<file path="src/hw/rtl/dhc_pkg.sv">
// ----------------------------------------------------------------------------
// dhc_pkg: shared types and constants of the diverging heatmap color block
// Widths, register codes, the pipeline word of the band and weight divider
// and the eleven-entry brown-white-teal palette.
// ----------------------------------------------------------------------------
package dhc_pkg;

  localparam int DENS_W    = 32;  // unsigned Q16.16 density
  localparam int TOL_W     = 16;
  localparam int WEIGHT_W  = 8;
  localparam int CHAN_W    = 8;
  localparam int BAND_BITS = 3;   // band quotient is 0..4
  localparam int IDX_W     = 4;
  localparam int ADDR_W    = 4;
  localparam int DATA_W    = 32;
  localparam int REM_W     = DENS_W + BAND_BITS;
  // Band bits, one step that forms the weight numerator, then the weight bits.
  localparam int DIV_STAGES = BAND_BITS + 1 + WEIGHT_W + 1;

  localparam logic [IDX_W-1:0] IDX_FIRST      = 4'd0;
  localparam logic [IDX_W-1:0] IDX_LOWER_BASE = 4'd5;
  localparam logic [IDX_W-1:0] IDX_LAST       = 4'd10;

  typedef enum logic [1:0] {
    REG_MIN  = 2'd0,
    REG_MEAN = 2'd1,
    REG_MAX  = 2'd2,
    REG_TOL  = 2'd3
  } dhc_reg_t;

  typedef struct packed {
    logic               flat;    // fixed palette entry, no blend
    logic [IDX_W-1:0]   base;
    logic [DENS_W-1:0]  span;
    logic [REM_W-1:0]   rem;
    logic [BAND_BITS-1:0] band;
    logic [WEIGHT_W:0]  weight;
  } dhc_div_t;

  function automatic logic [3*CHAN_W-1:0] palette(input logic [IDX_W-1:0] idx);
    logic [3*CHAN_W-1:0] rgb;
    case (idx)
      4'd0:    rgb = 24'h543005;
      4'd1:    rgb = 24'h8c510a;
      4'd2:    rgb = 24'hbf812d;
      4'd3:    rgb = 24'hdfc27d;
      4'd4:    rgb = 24'hf6e8c3;
      4'd5:    rgb = 24'hffffff;
      4'd6:    rgb = 24'hc7eae5;
      4'd7:    rgb = 24'h80cdc1;
      4'd8:    rgb = 24'h35978f;
      4'd9:    rgb = 24'h01665e;
      4'd10:   rgb = 24'h003c30;
      default: rgb = '0;
    endcase
    return rgb;
  endfunction

endpackage

</file>
<file path="src/hw/rtl/dhc_div.sv">
// ----------------------------------------------------------------------------
// dhc_div: pipelined band and weight divider
// Restoring division, one quotient bit in each stage but the numerator one:
// band floor(5*off/span), then blend weight floor(2^WEIGHT_W*(span-r)/span).
// ----------------------------------------------------------------------------
module dhc_div (
  input  logic             clk,
  input  logic             rst_n,
  input  logic             en,
  input  logic             in_valid,
  input  dhc_pkg::dhc_div_t in_word,
  output logic             out_valid,
  output dhc_pkg::dhc_div_t out_word
);

  logic [dhc_pkg::DIV_STAGES-1:0] v_r;
  dhc_pkg::dhc_div_t st_r   [dhc_pkg::DIV_STAGES];
  dhc_pkg::dhc_div_t st_nxt [dhc_pkg::DIV_STAGES];

  function automatic dhc_pkg::dhc_div_t step(input dhc_pkg::dhc_div_t s, input int i);
    dhc_pkg::dhc_div_t o;
    logic [dhc_pkg::REM_W-1:0] dvs;
    logic [dhc_pkg::REM_W-1:0] cur;
    o   = s;
    dvs = dhc_pkg::REM_W'(s.span);
    cur = s.rem;
    if (i < dhc_pkg::BAND_BITS) begin
      dvs = dvs << (dhc_pkg::BAND_BITS - 1 - i);
      if (s.rem >= dvs) begin
        o.rem = s.rem - dvs;
        o.band[dhc_pkg::BAND_BITS-1-i] = 1'b1;
      end
    end else if (i == dhc_pkg::BAND_BITS) begin
      // For a blended word the band remainder is below the span, so this never wraps.
      o.rem = dvs - s.rem;
    end else begin
      if (i != dhc_pkg::BAND_BITS + 1) begin
        cur = s.rem << 1;
      end
      o.weight = {s.weight[dhc_pkg::WEIGHT_W-1:0], 1'b0};
      if (cur >= dvs) begin
        o.rem       = cur - dvs;
        o.weight[0] = 1'b1;
      end else begin
        o.rem = cur;
      end
    end
    return o;
  endfunction

  always_comb begin
    for (int i = 0; i < dhc_pkg::DIV_STAGES; i++) begin
      st_nxt[i] = step((i == 0) ? in_word : st_r[(i == 0) ? 0 : i - 1], i);
    end
  end

  always_ff @(posedge clk) begin
    if (!rst_n) begin
      v_r <= '0;
    end else if (en) begin
      v_r <= {v_r[dhc_pkg::DIV_STAGES-2:0], in_valid};
    end
  end

  always_ff @(posedge clk) begin
    if (en) begin
      st_r <= st_nxt;
    end
  end

  assign out_valid = v_r[dhc_pkg::DIV_STAGES-1];
  assign out_word  = st_r[dhc_pkg::DIV_STAGES-1];

endmodule

</file>
<file path="src/hw/rtl/diverging_heatmap_color.sv">
// ----------------------------------------------------------------------------
// diverging_heatmap_color: density to RGB on an 11-class diverging palette
// Classifies a Q16.16 density against min, mean and max, divides out the
// band and blend weight in a bit-per-stage pipeline and blends two entries.
//
//   Channel   Direction  Handshake            Word
//   in_       input      in_valid/in_ready    in_density[31:0]
//   out_      output     out_valid/out_ready  out_red, out_green, out_blue
//   cfg_      APB slave  psel/penable/pready  min, mean, max, tolerance
//
// One word enters per cycle while the pipeline advances; there are two classify
// stages, 13 divider stages (all but one resolve a quotient bit) and one blend stage.
// The whole pipeline advances together and freezes while the output word
// is held by out_ready low; bubbles carry a cleared valid bit.
// Reset clears all valid bits and loads the register defaults.
// ----------------------------------------------------------------------------
module diverging_heatmap_color (
  input  logic                        clk,
  input  logic                        rst_n,
  input  logic                        in_valid,
  output logic                        in_ready,
  input  logic [dhc_pkg::DENS_W-1:0]  in_density,
  output logic                        out_valid,
  input  logic                        out_ready,
  output logic [dhc_pkg::CHAN_W-1:0]  out_red,
  output logic [dhc_pkg::CHAN_W-1:0]  out_green,
  output logic [dhc_pkg::CHAN_W-1:0]  out_blue,
  input  logic                        cfg_psel,
  input  logic                        cfg_penable,
  input  logic                        cfg_pwrite,
  input  logic [dhc_pkg::ADDR_W-1:0]  cfg_paddr,
  input  logic [dhc_pkg::DATA_W-1:0]  cfg_pwdata,
  output logic [dhc_pkg::DATA_W-1:0]  cfg_prdata,
  output logic                        cfg_pready
);

  localparam int DW = dhc_pkg::DENS_W;

  // Configuration registers.
  logic [DW-1:0]             min_r, mean_r, max_r;
  logic [dhc_pkg::TOL_W-1:0] tol_r;
  dhc_pkg::dhc_reg_t         reg_sel;
  logic                      cfg_wr;

  assign cfg_pready = 1'b1;
  assign reg_sel    = dhc_pkg::dhc_reg_t'(cfg_paddr[dhc_pkg::ADDR_W-1:2]);
  assign cfg_wr     = cfg_psel & cfg_penable & cfg_pwrite & cfg_pready;

  always_ff @(posedge clk) begin
    if (!rst_n) begin
      min_r  <= DW'(0);
      mean_r <= DW'(65536);
      max_r  <= DW'(131072);
      tol_r  <= dhc_pkg::TOL_W'(1);
    end else if (cfg_wr) begin
      unique case (reg_sel)
        dhc_pkg::REG_MIN:  min_r  <= cfg_pwdata[DW-1:0];
        dhc_pkg::REG_MEAN: mean_r <= cfg_pwdata[DW-1:0];
        dhc_pkg::REG_MAX:  max_r  <= cfg_pwdata[DW-1:0];
        dhc_pkg::REG_TOL:  tol_r  <= cfg_pwdata[dhc_pkg::TOL_W-1:0];
      endcase
    end
  end

  always_comb begin
    unique case (reg_sel)
      dhc_pkg::REG_MIN:  cfg_prdata = dhc_pkg::DATA_W'(min_r);
      dhc_pkg::REG_MEAN: cfg_prdata = dhc_pkg::DATA_W'(mean_r);
      dhc_pkg::REG_MAX:  cfg_prdata = dhc_pkg::DATA_W'(max_r);
      dhc_pkg::REG_TOL:  cfg_prdata = dhc_pkg::DATA_W'(tol_r);
    endcase
  end

  // Global advance: every stage moves unless the output word is stalled.
  logic adv;
  logic out_valid_r;
  assign adv      = !out_valid_r || out_ready;
  assign in_ready = adv;

  // Stage 1: differences and compares against the registers.
  logic          s1_v_r;
  logic [DW-1:0] s1_dist_r, s1_span_hi_r, s1_off_hi_r, s1_span_lo_r, s1_off_lo_r;
  logic          s1_ge_mx_r, s1_gt_me_r, s1_gt_mn_r;
  logic [DW:0]   diff_dm;
  logic [DW-1:0] dist_nxt;

  always_comb begin
    diff_dm  = {1'b0, in_density} - {1'b0, min_r};
    dist_nxt = diff_dm[DW] ? (min_r - in_density) : diff_dm[DW-1:0];
  end

  always_ff @(posedge clk) begin
    if (!rst_n) begin
      s1_v_r <= 1'b0;
    end else if (adv) begin
      s1_v_r <= in_valid;
    end
  end

  always_ff @(posedge clk) begin
    if (adv) begin
      s1_dist_r    <= dist_nxt;
      s1_ge_mx_r   <= in_density >= max_r;
      s1_gt_me_r   <= in_density > mean_r;
      s1_gt_mn_r   <= !diff_dm[DW] && (diff_dm[DW-1:0] != DW'(0));
      s1_span_hi_r <= max_r - mean_r;
      s1_off_hi_r  <= max_r - in_density;
      s1_span_lo_r <= mean_r - min_r;
      s1_off_lo_r  <= mean_r - in_density;
    end
  end

  // Stage 2: pick the case and form the band numerator 5*off.
  logic              s2_v_r;
  dhc_pkg::dhc_div_t s2_word_r;
  dhc_pkg::dhc_div_t s2_nxt;
  logic [DW-1:0]     off_sel;

  always_comb begin
    s2_nxt        = '0;
    off_sel       = s1_off_hi_r;
    priority if (s1_dist_r <= DW'(tol_r)) begin
      s2_nxt.flat = 1'b1;
      s2_nxt.base = dhc_pkg::IDX_LAST;
    end else if (s1_ge_mx_r) begin
      s2_nxt.flat = 1'b1;
      s2_nxt.base = dhc_pkg::IDX_FIRST;
    end else if (s1_gt_me_r) begin
      s2_nxt.base = dhc_pkg::IDX_FIRST;
      s2_nxt.span = s1_span_hi_r;
    end else if (s1_gt_mn_r) begin
      s2_nxt.base = dhc_pkg::IDX_LOWER_BASE;
      s2_nxt.span = s1_span_lo_r;
      off_sel     = s1_off_lo_r;
    end else begin
      s2_nxt.flat = 1'b1;
      s2_nxt.base = dhc_pkg::IDX_LAST;
    end
    s2_nxt.rem = dhc_pkg::REM_W'(off_sel) + (dhc_pkg::REM_W'(off_sel) << 2);
  end

  always_ff @(posedge clk) begin
    if (!rst_n) begin
      s2_v_r <= 1'b0;
    end else if (adv) begin
      s2_v_r <= s1_v_r;
    end
  end

  always_ff @(posedge clk) begin
    if (adv) begin
      s2_word_r <= s2_nxt;
    end
  end

  // Band and weight division.
  logic              dv_v;
  dhc_pkg::dhc_div_t dv_word;

  dhc_div u_div (
    .clk       (clk),
    .rst_n     (rst_n),
    .en        (adv),
    .in_valid  (s2_v_r),
    .in_word   (s2_word_r),
    .out_valid (dv_v),
    .out_word  (dv_word)
  );

  // Blend stage, which is also the output register.
  logic [dhc_pkg::IDX_W-1:0]      idx;
  logic [3*dhc_pkg::CHAN_W-1:0]   rgb_hi, rgb_lo, rgb_nxt;
  logic [dhc_pkg::WEIGHT_W:0]     w_hi, w_lo;
  logic [dhc_pkg::CHAN_W+dhc_pkg::WEIGHT_W:0] acc;
  logic [3*dhc_pkg::CHAN_W-1:0]   rgb_r;

  always_comb begin
    // A fixed entry has no span, so its band bits carry nothing useful.
    idx    = dv_word.flat ? dv_word.base
                          : dv_word.base + dhc_pkg::IDX_W'(dv_word.band);
    rgb_hi = dhc_pkg::palette(idx);
    rgb_lo = dhc_pkg::palette(idx + dhc_pkg::IDX_W'(1));
    w_hi   = dv_word.weight;
    w_lo   = (dhc_pkg::WEIGHT_W+1)'(1 << dhc_pkg::WEIGHT_W) - dv_word.weight;
    rgb_nxt = rgb_hi;
    acc     = '0;
    if (!dv_word.flat) begin
      for (int k = 0; k < 3; k++) begin
        acc = (dhc_pkg::CHAN_W+dhc_pkg::WEIGHT_W+1)'(
                rgb_lo[k*dhc_pkg::CHAN_W +: dhc_pkg::CHAN_W] * w_lo)
            + (dhc_pkg::CHAN_W+dhc_pkg::WEIGHT_W+1)'(
                rgb_hi[k*dhc_pkg::CHAN_W +: dhc_pkg::CHAN_W] * w_hi);
        rgb_nxt[k*dhc_pkg::CHAN_W +: dhc_pkg::CHAN_W] =
          acc[dhc_pkg::WEIGHT_W +: dhc_pkg::CHAN_W];
      end
    end
  end

  always_ff @(posedge clk) begin
    if (!rst_n) begin
      out_valid_r <= 1'b0;
    end else if (adv) begin
      out_valid_r <= dv_v;
    end
  end

  always_ff @(posedge clk) begin
    if (adv) begin
      rgb_r <= rgb_nxt;
    end
  end

  assign out_valid = out_valid_r;
  // Palette words are packed blue in the low byte, red in the high byte.
  assign out_blue  = rgb_r[0 +: dhc_pkg::CHAN_W];
  assign out_green = rgb_r[dhc_pkg::CHAN_W +: dhc_pkg::CHAN_W];
  assign out_red   = rgb_r[2*dhc_pkg::CHAN_W +: dhc_pkg::CHAN_W];

endmodule

</file>
<file path="config.mk">
export PLATFORM = sky130hd
export DESIGN_NAME = diverging_heatmap_color
export DESIGN_NICKNAME = d
export VERILOG_FILES = /design/src/hw/rtl/dhc_pkg.sv /design/src/hw/rtl/dhc_div.sv /design/src/hw/rtl/diverging_heatmap_color.sv
export SDC_FILE = /design/constraint.sdc
export NUM_CORES = 2
export LEC_CHECK = 0
export ABC_AREA = 1
export BUFFER_PORTS_ARGS = -buffer_cell sky130_fd_sc_hd__buf_2
export CAP_MARGIN = 20
export CORE_MARGIN = 1.5
export CORE_UTILIZATION = 30
export DETAILED_ROUTE_END_ITERATION = 7
export GPL_TIMING_DRIVEN = 0
export PLACE_DENSITY = 0.47
export SLEW_MARGIN = 20
export SYNTH_ARGS = -nofsm -noshare
export SYNTH_HDL_FRONTEND = slang
export SYNTH_SLANG_ARGS = --single-unit
export TNS_END_PERCENT = 5
</file>
<file path="constraint.sdc">
create_clock -name clk -period 60.2 [get_ports clk]
set_input_delay 12.04 -clock clk [delete_from_list [all_inputs] [get_ports clk]]
set_output_delay 12.04 -clock clk [all_outputs]
set_load 0.005 [all_outputs]
</file>
**Word level (Yosys, flattened, before mapping)**

Memories as Yosys holds them, arrays and structs flattened.
Index checks and enable logic that the tools add are counted.

- Bits in registers: 1,329
- Bits in latches: 0
- Bits in writable memories: 0
- Bits in read-only memories: 768
- Input bits: 75
- Word-level logic and storage cells: 202
- Memories kept: 2

- Add/sub/neg operators: 25
- $mul: 6
- Divide/modulo/power cells: 0
- Order comparisons: 15
- Equality and inequality tests: 3
- Shift operators: 0
- Multiplexer cells: 34
- Bitwise logic cells: 2
- Reduce and logical (&&, ||, !) cells: 12

Memories:

| name | depth | bits a word | rd ports | clocked after memory_dff | wr ports | line | source |
|---|---|---|---|---|---|---|---|
| (name not given) | 16 | 24 | 1 | 0 | 0 | dhc_pkg.sv:42 | `case (idx)` |
| (name not given) | 16 | 24 | 1 | 0 | 0 | dhc_pkg.sv:42 |  |

Operators with widths:

| kind | number |
|---|---|
| $ge 35x32->1 | 10 |
| $mux 34 | 8 |
| $sub 34x32->34 | 8 |
| $mux 32 | 6 |
| $sub 32x32->32 | 5 |
| $pmux 32 s4 | 1 |
| $mul 8x9->16 | 6 |
| $mux 36 | 2 |
| $mux 35 | 2 |
| $add 16x16->16 | 3 |
| $add 32x34->35 | 1 |
| $ge 35x33->1 | 1 |
| $ge 35x34->1 | 1 |
| $sub 32x35->35 | 1 |
| $sub 35x32->35 | 1 |
| $sub 35x33->35 | 1 |
| $sub 35x34->35 | 1 |
| $sub 32x32->33 | 1 |
| $ge 32x32->1 | 1 |
| $gt 32x32->1 | 1 |
| $le 32x16->1 | 1 |
| $reduce_bool 32->1 | 1 |
| $mux 24 | 1 |
| $mux 4 | 3 |
| other kinds (14) | 30 |

**Depth between registers and ports, before layout**

An unclocked memory read counts as a cell.

- Depth in word-level cells: 7
- Gate-level depth with buffers: 40
- Gate-level depth less buffers: 40

**Cells and area by module**

Synthesis repeated with hierarchy kept, for this count alone.

- Cell total of the unflattened synthesis: 14,918
- Area, all modules: 111,986.2 um2

Modules (own cells, without submodules):

| module | instances | cells an instance | area an instance (um2) |
|---|---|---|---|
| dhc_div | 1 | 9,672 | 71,233.3 |
| diverging_heatmap_color | 1 | 5,246 | 40,752.8 |

**Worst setup path after synthesis**

No wires, ideal clock.

- Path kind: in2out
- Start point: input out_ready
- End point: output in_ready
- Arrival time: 43.990 ns
- Data required time: 48.160 ns
- Path slack: 4.170 ns
- Cell stages on the path: 3
- Buffers on the path: 1
- Cells stage by stage: nor2_1 -> inv_1 -> clkbuf_1

- Word-level cells in the longest chain between the ends: 1

RTL lines:

| element | line | source |
|---|---|---|
| start, declared | diverging_heatmap_color.sv:24 | `input logic out_ready,` |
| $logic_or 1x1->1 | diverging_heatmap_color.sv:77 | `assign adv = !out_valid_r \|\| out_ready;` |
| end, declared | diverging_heatmap_color.sv:21 | `output logic in_ready,` |

No other way between the ends.

**Worst setup path after layout**

Ends and elaborated chain as after synthesis.

==> summary.md <==
| Metric | Value |
|---|---|
| Top_reg_cell synth | edfxtp_1 |
| Worst reg2reg setup slack | 50.71 ns |
| GPL Wtd Cong | 0.9361 |
| Slew Viols, Final | 0 |
| ANT nets after route | 0 |
| Synthesis Warnings | 0 |
| Grt ovf | 0 |
| CTS Root Cell | clkbuf_16 |
| R2r worst-path depth | 29 |
| Worst VDD drop | 0.0001044 V |
| Number of global-route vias before repair | 79943 |
| Clock-pin slew on the worst setup and hold paths | 0.05 ns |
| Finished Core Util | 33.83% |
| Core ar. | 326900 sq um |
| Measured slew at the worst slew-check pin | 1.190 ns |
| Drt wl/cell | 20.55 microns |
| Syn Area/Cell | 8.356 sq um |
| Commonest non-fill, non-tap cells in the layout | nand2_1 (2681), inv_1 (1890), edfxtp_1 (1173), nor2_1 (1063), ha_1 (837) |
| Clk sink count | 1301 |
| Hold_sp | u_div.st_nxt[920]$_DFFE_PP_ |
| Seq/Total Area, Yosys | 38.41% |
| Post-Place Cells | 16276 |
| Total wire length | 340700 microns |
| Period minus WS final | 27.16 ns |
| CTS HTree Levels | 4 |
| Area after DPL | 105200 sq um |
| Leak pwr | 49.44 nW |
| Detail Placement HPWL | 283700 microns |
| Share of cells above drive strength 1 | 5.231% |
| Worst slew margin relative to its limit | 20.64% |
| DR iter-0 viols | 6154 |
| Fin crit share | 45.12% |
| Reg-to-reg endpoint | rgb_r[5]$_DFFE_PP_ |
| HP Class | flop to flop |
| Hold Vio Cnt, Final | 0 |
| Post-CTS Setup Inserts | 0 |
| Crit path DAT | 15.12 ns |
| Post-CTS Resized | 0 |
| Die Y | 575.7 microns |
| Critical path capture point type | output port |
| Die area | 331400 sq um |
| Max_cap viols | 0 |
| Io pins | 134 |
| Post-route cell area | 110600 sq um |
| Cells after synthesis | 11774 |
| Non-Filler Instances | 16583 |
| Unrepaired setup endpoints after global routing | false |
| Asr flop ratio synth | 0% |
| Max clock buf depth | 4 |
| Largest net degree at the start of global routing | 55 |
| Commonest non-fill, non-tap cell in the layout | nand2_1 |
| Die width | 575.7 microns |
| Worst r2r src | u_div.out_word[1]$_DFFE_PP_ |
| CTS tree | built |
| Total number of vias | 80516 |
| Total CTS buffers | 168 |
| Initial antenna violation count | 5 |
| Hold path cells | 0 |
| Detailed Routing Iterations Pass 1 | 8 |
| Port bufs | 129 |
| Clock skew | 0.09015 ns |
| Critical Path RT | 48.16 ns |
| Worst-Skew Late Latency | 0.90 ns |
| Count of flip-flops with a built-in enable after synthesis | 1173 |
| Power Density | 61.82 nW/um^2 |
| Global-route wire length before repair | 505100 microns |
| Crit path cell chain | buf_2 -> nor2_1 -> inv_1 -> clkbuf_4 -> buf_16 -> buf_16 -> buf_16 -> buf_16 -> buf_16 -> buf_12 -> buf_16 -> buf_2 |
| Critical Path Most Common Cell | buf_16 |
| GRT Util Overall | 20.15% |
| Hold-fix buffers, CTS | 0 |
| Max Clk Rate | 36.81 MHz |
| Synthesized area | 98380 sq um |
| Area grow syn2layout | 12.40% |
| Unique masters post-synth | 72 |
| WHS Endpoint | u_div.st_nxt[836]$_DFFE_PP_ |
| Status | finished clean |
| Nets@finish | 13350 |
| Critical path class | primary input to output port |
| Row count | 210 |
| Via density | 4.855 |
| Max reg flops | 489 |
| Number of register bits inferred by synthesis | 1301 |
| Post-Syn Nets | 13024 |
| DRC viols | 0 |
| Slowest CP cell | clkbuf_4 |
| Setup-failing EPs final | 0 |
| Initial Utilization | 30.10% |
| Max incr delay on CP | 0.30 ns |
| Worst-path fanout max | 54 |
| Critical path launch point type | primary input |
## power breakdown
group          total (W)  internal (W)  switching [W]
Sequential       0.00145       0.00131       0.000143
Clock           0.000998      0.000577       0.000422
Combinational    0.00439       0.00156        0.00283
Total            0.00684       0.00345        0.00339
## critical path: cells and delay by family
kind          cells  cell delay, ns
buf+inv          11            2.74
simple gates      1            0.10
## cells in the mapped netlist, types with 10 or more instances
cell type  number  area, sq um
edfxtp_1     1173        35220
nand3_1       416         2082
nor2_1       1063         3990
clkbuf_1      105        394.1
a221oi_1       18        157.7
fa_1          338         6766
o221ai_1       31        271.5
buf_2          57        285.3
o21ai_0       704         3523
a211oi_1       12        90.09
o21a_1         24        180.2
nand3b_1       34        255.2
xor2_1        340         2978
nor4_1         44        275.3
o21bai_1       84        630.6
a21oi_2        10        87.58
ha_1          837        10470
a21o_1         97        728.2
inv_1        1890         7094
a31oi_1        88        550.5
a21oi_1       813         4069
or2_2          16        100.1
o31ai_1        12        90.09
dfxtp_1       128         2562
inv_2          21        78.83
nor3_1        106        530.5
nand2_1      2681        10060
o211ai_1       48        360.4
a21boi_0       20        150.1
buf_4          26        195.2
nand2_2        22        137.6
xnor2_1       217         1901
nand4_1        85        531.8
o21ai_1        86        430.4
## worst max-delay path by stage
stage | slack, ns | endpoint | cells past startpoint | startpoint
floorplan | 4.17 | in_ready | 3 | out_ready
global placement | -16.31 | in_ready | 5 | out_ready
detailed placement | 33.02 | in_ready | 12 | out_ready
CTS | 33.01 | in_ready | 12 | out_ready
global route | 32.76 | in_ready | 12 | out_ready
finish | 33.04 | in_ready | 12 | out_ready
## kinds of logic after synthesis
family / count (synthesis) / synth area share, %
buffers and inverters: 2125 / 8.359
adder cells (fa/ha/maj): 1175 / 17.52
flip-flops: 1301 / 38.41
other: 1 / 0.003812
multiplexers: 1 / 0.01017
XOR/XNOR: 557 / 4.959
AO/OA/AOI/OAI: 2092 / 11.98
AND/OR/NAND/NOR: 4522 / 18.76
## final cells by class
cell class	count	area (sq um)
clock inverters	91	880.8
clock buffers	213	4537
well taps	4346	5438
multi-input cells	8348	52380
diodes	3	7.507
repair buffers	156	1320
plain buffers	205	1021
inverters	1920	7211
flip-flops and latches	1301	37790
fillers	34701	216300
## routing by layer
layer	track usage [%]	vias to the layer above	wire [microns]
met4	6.831	4	12130
met2	34.64	2047	162100
met5	0	-	24
met1	26.07	38360	150100
li1	-	39611	-
met3	2.493	494	16340
## metrics by stage
stage          hold WS (ns)  setup TNS (ns)  power (W)  setup slack [ns]
6_report             0.3950               0   0.006836             33.04
5_1_grt              0.4058               0   0.007544             32.76
4_1_cts              0.3969               0   0.006893             33.01
3_5_place_dp         0.4045               0   0.005853             33.02
3_3_place_gp         0.4004        -2019.71   0.005876            -16.31
2_1_floorplan        0.4003               0   0.004592             4.170
No activity file was read; power rests on OpenSTA's default activity.
